## config.mk

```make
export PLATFORM = sky130hd
export DESIGN_NAME = tagged_integer_decoder_top
export DESIGN_NICKNAME = d
export VERILOG_FILES = /design/src/rtl/tid_pkg.sv /design/src/rtl/tid_accum.sv /design/src/rtl/tid_out_reg.sv /design/src/rtl/tagged_integer_decoder_top.sv
export SDC_FILE = /design/constraint.sdc
export NUM_CORES = 1
export LEC_CHECK = 0
export BUFFER_PORTS_ARGS = -buffer_cell sky130_fd_sc_hd__buf_2
export CAP_MARGIN = 25
export CORE_ASPECT_RATIO = 0.8
export CORE_MARGIN = 2
export CORE_UTILIZATION = 35
export DETAILED_ROUTE_END_ITERATION = 7
export GPL_TIMING_DRIVEN = 0
export PLACE_DENSITY = 0.64
export SLEW_MARGIN = 25
export SYNTH_ARGS = -nofsm -noshare
export SYNTH_HDL_FRONTEND = slang
export SYNTH_SLANG_ARGS = --single-unit
```

## constraint.sdc

```tcl
create_clock -name clock -period 14 [get_ports clock]
set_clock_uncertainty 0.05 [all_clocks]
set_input_delay 1.4 -clock clock [delete_from_list [all_inputs] [get_ports clock]]
set_output_delay 1.4 -clock clock [all_outputs]
set_load 0.02 [all_outputs]
```

## src/rtl/tid_pkg.sv

```systemverilog
`default_nettype none

package tid_pkg;

   localparam int unsigned BYTE_W  = 8;
   localparam int unsigned VALUE_W = 64;
   localparam int unsigned COUNT_W = 4;

   localparam logic [BYTE_W-1:0] SIGN_NIBBLE_MASK = 8'hF0;
   localparam logic [BYTE_W-1:0] LEN_NIBBLE_MASK  = 8'h0F;

   localparam logic [3:0] TAG_LEN1 = 4'h1;
   localparam logic [3:0] TAG_LEN2 = 4'h2;
   localparam logic [3:0] TAG_LEN3 = 4'h3;
   localparam logic [3:0] TAG_LEN4 = 4'h4;

   typedef struct packed {
      logic               valid;
      logic [VALUE_W-1:0] value;
      logic               bad_tag;
   } tid_result_type;

   // Magnitude byte count for a length code; zero marks an unknown code.
   function automatic logic [COUNT_W-1:0] length_for_code(input logic [3:0] code);
      logic [COUNT_W-1:0] n;
      unique case (code)
         TAG_LEN1: n = 4'd1;
         TAG_LEN2: n = 4'd2;
         TAG_LEN3: n = 4'd4;
         TAG_LEN4: n = 4'd8;
         default:  n = 4'd0;
      endcase
      return n;
   endfunction

endpackage

`default_nettype wire

```

## src/rtl/tid_accum.sv

```systemverilog
`default_nettype none

module tid_accum (
   input  wire logic                          clock,
   input  wire logic                          reset,
   input  wire logic                          step,
   input  wire logic [tid_pkg::BYTE_W-1:0]    stream_byte,
   output tid_pkg::tid_result_type            result
);
   import tid_pkg::*;

   logic [COUNT_W-1:0] bytes_left_ff, bytes_left_in;
   logic               is_negative_ff, is_negative_in;
   logic [VALUE_W-1:0] magnitude_acc_ff, magnitude_acc_in;
   logic [COUNT_W-1:0] tag_len;
   logic [3:0]         len_code;

   assign len_code = stream_byte[3:0] & LEN_NIBBLE_MASK[3:0];
   assign tag_len  = length_for_code(len_code);

   always_comb begin
      bytes_left_in    = bytes_left_ff;
      is_negative_in   = is_negative_ff;
      magnitude_acc_in = magnitude_acc_ff;
      result.valid     = 1'b0;
      result.bad_tag   = 1'b0;
      result.value     = '0;
      if (step) begin
         if (bytes_left_ff == '0) begin
            if (tag_len == '0) begin
               // unknown tag: flag it, drop the byte, stay on tag
               result.valid   = 1'b1;
               result.bad_tag = 1'b1;
            end else begin
               is_negative_in   = (stream_byte & SIGN_NIBBLE_MASK) != '0;
               magnitude_acc_in = '0;
               bytes_left_in    = tag_len;
            end
         end else begin
            magnitude_acc_in = {magnitude_acc_ff[VALUE_W-BYTE_W-1:0], stream_byte};
            bytes_left_in    = bytes_left_ff - 4'd1;
            if (bytes_left_ff == 4'd1) begin
               result.valid = 1'b1;
               result.value = is_negative_ff ? (VALUE_W'(0) - magnitude_acc_in)
                                             : magnitude_acc_in;
            end
         end
      end
   end

   always_ff @(posedge clock) begin
      if (reset) begin
         bytes_left_ff    <= '0;
         is_negative_ff   <= 1'b0;
         magnitude_acc_ff <= '0;
      end else begin
         bytes_left_ff    <= bytes_left_in;
         is_negative_ff   <= is_negative_in;
         magnitude_acc_ff <= magnitude_acc_in;
      end
   end

endmodule

`default_nettype wire

```

## src/rtl/tid_out_reg.sv

```systemverilog
`default_nettype none

module tid_out_reg (
   input  wire logic                          clock,
   input  wire logic                          reset,
   input  wire logic                          load,
   input  tid_pkg::tid_result_type            result,
   output logic                               rsp_tvalid,
   input  wire logic                          rsp_tready,
   output logic [tid_pkg::VALUE_W-1:0]        rsp_tdata,
   output logic [0:0]                         rsp_tuser
);
   import tid_pkg::*;

   logic               valid_ff, valid_in;
   logic [VALUE_W-1:0] value_ff, value_in;
   logic               bad_ff, bad_in;

   always_comb begin
      valid_in = valid_ff;
      value_in = value_ff;
      bad_in   = bad_ff;
      if (load) begin
         valid_in = result.valid;
         if (result.valid) begin
            value_in = result.value;
            bad_in   = result.bad_tag;
         end
      end else if (rsp_tready) begin
         valid_in = 1'b0;
      end
   end

   always_ff @(posedge clock) begin
      if (reset) begin
         valid_ff <= 1'b0;
      end else begin
         valid_ff <= valid_in;
      end
      value_ff <= value_in;
      bad_ff   <= bad_in;
   end

   assign rsp_tvalid = valid_ff;
   assign rsp_tdata  = value_ff;
   assign rsp_tuser  = bad_ff;

endmodule

`default_nettype wire

```

## src/rtl/tagged_integer_decoder_top.sv

```systemverilog
`default_nettype none

// Tagged integer decoder. Takes one stream byte per word on req_ and returns
// one 64-bit two's complement value per complete integer on rsp_. An integer
// is a tag byte (high nibble zero = positive, else negative; low nibble 1..4
// = 1, 2, 4 or 8 big-endian magnitude bytes) followed by its magnitude bytes;
// the result is the magnitude, negated modulo 2^64 for a negative tag. A tag
// with any other low nibble yields one word with tuser set and value zero,
// and the next byte is again read as a tag. There is no timeout on a partial
// integer. An accepted byte sits in the input register; once the output
// register is free or emptying, the byte is decoded and any result it
// completes loads the output register, which drives rsp_tvalid.
// One byte is taken every cycle while rsp_tready is high. While a result
// waits to be taken the input register can still take one byte; after that
// req_tready stays low until the waiting word is taken.
module tagged_integer_decoder_top (
   input  wire logic                          clock,
   input  wire logic                          reset,
   input  wire logic                          req_tvalid,
   output logic                               req_tready,
   input  wire logic [7:0]                    req_tdata,   // [7:0] stream_byte
   output logic                               rsp_tvalid,
   input  wire logic                          rsp_tready,
   output logic [tid_pkg::VALUE_W-1:0]        rsp_tdata,   // [63:0] decoded_value
   output logic [0:0]                         rsp_tuser    // [0] bad_tag
);
   import tid_pkg::*;

   // input register
   logic              in_valid_ff, in_valid_in;
   logic [BYTE_W-1:0] in_byte_ff, in_byte_in;
   logic              advance;
   tid_result_type    result;

   // the decode stage moves when the output register is free or emptying
   assign advance    = in_valid_ff && (!rsp_tvalid || rsp_tready);
   assign req_tready = !in_valid_ff || advance;

   always_comb begin
      in_valid_in = in_valid_ff;
      in_byte_in  = in_byte_ff;
      if (req_tready) begin
         in_valid_in = req_tvalid;
         in_byte_in  = req_tdata;
      end
   end

   always_ff @(posedge clock) begin
      if (reset) begin
         in_valid_ff <= 1'b0;
      end else begin
         in_valid_ff <= in_valid_in;
      end
      in_byte_ff <= in_byte_in;
   end

   tid_accum u_accum (
      .clock       (clock),
      .reset       (reset),
      .step        (advance),
      .stream_byte (in_byte_ff),
      .result      (result)
   );

   tid_out_reg u_out (
      .clock      (clock),
      .reset      (reset),
      .load       (advance),
      .result     (result),
      .rsp_tvalid (rsp_tvalid),
      .rsp_tready (rsp_tready),
      .rsp_tdata  (rsp_tdata),
      .rsp_tuser  (rsp_tuser)
   );

   // a bad tag word always carries a zero value
   a_bad_tag_zero: assert property (@(posedge clock) disable iff (reset)
      (rsp_tvalid && rsp_tuser[0]) |-> (rsp_tdata == '0))
      else $error("bad tag word with non-zero value");

   // a decoded result reaches the output register on the next edge
   a_result_shown: assert property (@(posedge clock) disable iff (reset)
      (advance && result.valid) |=> rsp_tvalid)
      else $error("decoded result lost");

   // a byte held in the input register is never overwritten
   a_no_overrun: assert property (@(posedge clock) disable iff (reset)
      (in_valid_ff && !advance) |-> !req_tready)
      else $error("input register overrun");

endmodule

`default_nettype wire

```

==> results.py <==
metrics = {
    "status": {
        "outcome": "complete, no violations",
    },
    "drt": {
        "drtPass1Iterations": 7,
        "route.antenna.remaining_nets": 0,
        "wl_per_cell_um": 16.80,
        "dr.first_iter.drc_count": 527,
        "routed_wirelength_um": 15960,
        "detailroute.via_count": 5040,
        "drt_drc_violations_left": 0,
        "number_of_vias_per_cell": 5.305,
    },
    "layout": {
        "antenna_cells_inserted": 0,
        "drive_gt1_share_pct": 17.79,
        "multi_input_area_um2": 2664,
        "area_taken_by_flip_flops_and_latches_um2": 3453,
        "post_layout_net_count": 730,
        "syn2layout_area_growth_pct": 19.96,
        "n_fill_cell": 1682,
        "fin_area_um2": 7550,
        "final_cells": 950,
        "post-route-util_pct": 43.18,
    },
    "global_routing": {
        "grt_first_pass_wirelength_um": 25390,
        "grt_antenna_before_repair": 0,
        "grt_start_max_net_pins": 18,
        "grt_pass1_vias": 4617,
        "grt-ovfl-total": 0,
        "grt_util_all_layers_pct": 17.32,
    },
    "synth": {
        "yosysUniqueCellTypes": 45,
        "synth_enable_flop_cells": 73,
        "ys_async_sr_fraction_pct": 0,
        "yosys_most_used_dff": "sky130_fd_sc_hd__edfxtp_1",
        "synth_top_area_share_pct": 34.83,
        "netlist_top_cells_area": "sky130_fd_sc_hd__edfxtp_1, sky130_fd_sc_hd__dfxtp_1, sky130_fd_sc_hd__nor2_1, sky130_fd_sc_hd__xor2_1, sky130_fd_sc_hd__a22oi_1",
        "netlist_instances": 612,
        "synth_fp_nets": 630,
        "yosys_warnings": 0,
        "sequential_cell_area_fraction_in_the_yosys_report_pct": 54.87,
        "postSynthAreaPerCell_um2": 10.28,
        "ys_ff_latch": 136,
        "synthDominantAreaCellType": "sky130_fd_sc_hd__edfxtp_1",
        "syn_area_um2": 6294,
    },
    "worst_hold_path": {
        "min_path_type": "flop to flop",
    },
    "setup_path": {
        "cp.arrival_ns": 2.23,
        "timing.critical_path.max_delay_family": "simple AND/OR/NAND/NOR gates",
        "critical_path_class": "primary input to output pin",
        "critical_path_required_ns": 12.55,
        "worstSetupPathDepth": 4,
        "worst-path-max-fanout": 9,
        "critical-path-slowest-cell": "sky130_fd_sc_hd__nand2_1",
        "timing.rr.start": "in_byte_ff[0]",
        "critical_path.n_buffers_inverters": 2,
        "critical_path.endpoint_type": "output pin",
        "cp-start-kind": "primary input",
        "critPathMostFrequentCell": "sky130_fd_sc_hd__buf_2",
        "regToRegEndpoint": "u_out.rsp_tdata[56]",
        "cp-startpoint": "rsp_tready",
        "crit_path_cell_trace": "buf_2, nor2b_1, nand2_1, buf_2",
        "destination_of_the_critical_timing_path": "req_tready",
        "critical_path.max_stage_delay_ns": 0.28,
        "worstRegToRegCells": 8,
        "rrSetupSlack_ns": 10.59,
    },
    "power": {
        "static-leakage-power_nw": 2.758,
        "power-per-cell-area_nw_per_um2": 118.9,
        "report.power.total_mw": 0.8976,
        "ir_worst_vdd_mv": 0.06111,
    },
    "floorplanning": {
        "dieArea_um2": 19080,
        "placeableCoreArea_um2": 17490,
        "floorplan.initialDensity_pct": 35.99,
        "std_cell_rows": 43,
        "die_width_um": 153.9,
        "die_y_um": 123.9,
        "io_pins": 79,
    },
    "timing": {
        "final_hold_viol_count": 0,
        "min_period_ns": 3.684,
        "worst_hold_slack_ns": 0.4784,
        "rsz0062_at_grt": "false",
        "final.period_utilization_pct": 26.31,
        "slew_headroom_pct": 46.00,
        "fin_ws_ns": 10.32,
        "slew_viol_final": 0,
        "finalSetupViolations": 0,
        "transition_time_at_the_pin_with_the_least_slew_margin_ns": 0.8100,
        "final.setup.tns_ns": 0,
        "maxClockFrequency_mhz": 271.5,
    },
    "cts": {
        "cts_made_buffers": 17,
        "ctsLongestPathBuffers": 2,
        "clock_sinks": 136,
        "cts_hold_repair.buffers": 0,
        "tritoncts": "done",
        "clk_latency_worst_skew_pair_ns": 0.42,
        "clk_root_buffer_cell": "sky130_fd_sc_hd__clkbuf_16",
        "cts.repair_timing.setup_buffer_count": 0,
        "cts_max_level": 4,
        "post_cts.resized_instances": 0,
        "clock_slew_at_the_register_clock_pins_of_the_worst_setup_and_hold_paths_ns": 0.05,
    },
    "placed_design": {
        "port_buffers": 77,
        "placedCellCount": 918,
        "post_dp_area_um2": 7023,
        "place.detailed.hpwl_um": 11150,
        "gpl.final_weighted_congestion": 0.8647,
        "dp_worst_setup_slack_ns": 10.21,
    },
    "job": {
        "max-cap-violations": 0,
    },
}
worst min-delay path, cell delays in order, from the launching register on:
cell and delay, ns:
sky130_fd_sc_hd__dfxtp_1 0.34, sky130_fd_sc_hd__a22oi_1 0.08, sky130_fd_sc_hd__nor2_1 0.08
cell usage after synthesis (6+ instances only):
cell and n:
sky130_fd_sc_hd__a21oi_1 7, sky130_fd_sc_hd__a22oi_1 56, sky130_fd_sc_hd__clkbuf_1 34, sky130_fd_sc_hd__dfxtp_1 63, sky130_fd_sc_hd__edfxtp_1 73, sky130_fd_sc_hd__ha_1 6, sky130_fd_sc_hd__nand2_1 28, sky130_fd_sc_hd__nor2_1 146
sky130_fd_sc_hd__nor3_1 14, sky130_fd_sc_hd__o21ai_0 18, sky130_fd_sc_hd__o31ai_1 20, sky130_fd_sc_hd__o41ai_1 8, sky130_fd_sc_hd__or3_1 7, sky130_fd_sc_hd__or4_1 10, sky130_fd_sc_hd__xor2_1 61
logic make-up (layout without fill, tap and decap cells):
family / Yosys count / in the layout / share of synthesized area [%]
AND/OR/NAND/NOR: 240 / 240 / 17.59
adder cells (fa/ha/maj): 6 / 6 / 1.193
XOR/XNOR: 62 / 62 / 8.628
multiplexers: 2 / 2 / 0.3181
AO/OA/AOI/OAI: 120 / 120 / 14.37
buffers and inverters: 46 / 159 / 3.022
flip-flops: 136 / 136 / 54.87
layout make-up:
class / count / area share [%]
Clock buffer: 22 / 6.281
Multi-Input combinational cell: 430 / 35.28
Sequential cell: 136 / 45.74
Timing Repair Buffer: 81 / 5.751
Inverter: 4 / 0.1989
Clock inverter: 10 / 0.6961
Buffer: 42 / 2.320
Tap cell: 225 / 3.729
state kept, by name, indices dropped and copies added, names as in the netlist:
name,cells
in_byte_ff,8
in_valid_ff,1
u_accum.bytes_left_ff,4
u_accum.is_negative_ff,1
u_accum.magnitude_acc_ff,56
u_out.rsp_tdata,64
u_out.rsp_tuser,1
u_out.rsp_tvalid,1
how the worst min path moves through the flow:
stage	start	to	depth (start not counted)
6_report	u_accum.magnitude_acc_ff[55]	u_accum.magnitude_acc_ff[55]	2
3_5_place_dp	u_accum.magnitude_acc_ff[55]	u_accum.magnitude_acc_ff[55]	2
4_1_cts	u_accum.magnitude_acc_ff[55]	u_accum.magnitude_acc_ff[55]	2
3_3_place_gp	u_accum.magnitude_acc_ff[55]	u_accum.magnitude_acc_ff[55]	2
5_1_grt	u_accum.magnitude_acc_ff[55]	u_accum.magnitude_acc_ff[55]	2
2_1_floorplan	u_accum.magnitude_acc_ff[55]	u_accum.magnitude_acc_ff[55]	2
report_power, final:
part / internal (mW) / switching [mW] / leakage (nW)
combinational: 0.0200 / 0.0437 / 1.27
sequential: 0.430 / 0.00499 / 1.23
clock: 0.237 / 0.162 / 0.260
total: 0.687 / 0.211 / 2.76
routing by layer:
metal  wire length (µm)  vias to the layer above  share of wire [%]  global-route usage (%)
met4                279                        0                1.7                   6.133
met2               6696                      188                 42                   24.77
met3               1071                       25                6.7                   4.871
met1               7910                     2417                 50                   25.06
met5                  0                        -                  0                       0
li1                   -                     2410                  -                       -
placed cells by master, fill, tap and decap left out, types with 3 or more instances in the layout:
master / synthesis / routed
sky130_fd_sc_hd__nor2_1: 146 / 146
sky130_fd_sc_hd__nand3_1: 5 / 5
sky130_fd_sc_hd__nand4b_1: 3 / 3
sky130_fd_sc_hd__ha_1: 6 / 6
sky130_fd_sc_hd__clkbuf_8: 0 / 3
sky130_fd_sc_hd__buf_1: 4 / 4
sky130_fd_sc_hd__nand2_1: 28 / 28
sky130_fd_sc_hd__or4_1: 10 / 10
sky130_fd_sc_hd__o41ai_2: 3 / 3
sky130_fd_sc_hd__o31ai_1: 20 / 19
sky130_fd_sc_hd__nor2b_1: 3 / 3
sky130_fd_sc_hd__clkbuf_16: 0 / 17
sky130_fd_sc_hd__clkinv_2: 0 / 6
sky130_fd_sc_hd__dfxtp_1: 63 / 63
sky130_fd_sc_hd__or3_1: 7 / 7
sky130_fd_sc_hd__edfxtp_1: 73 / 73
sky130_fd_sc_hd__nand4_1: 5 / 5
sky130_fd_sc_hd__buf_2: 2 / 79
sky130_fd_sc_hd__a22oi_1: 56 / 56
sky130_fd_sc_hd__o41ai_1: 8 / 8
sky130_fd_sc_hd__xor2_1: 61 / 61
sky130_fd_sc_hd__inv_1: 4 / 4
sky130_fd_sc_hd__clkbuf_1: 34 / 36
sky130_fd_sc_hd__o21ai_0: 18 / 18
sky130_fd_sc_hd__nor3_1: 14 / 14
sky130_fd_sc_hd__a21oi_1: 7 / 7
sky130_fd_sc_hd__buf_6: 2 / 5
sky130_fd_sc_hd__nor4_1: 4 / 4
Note: power is estimated with default switching activity, not from simulation.
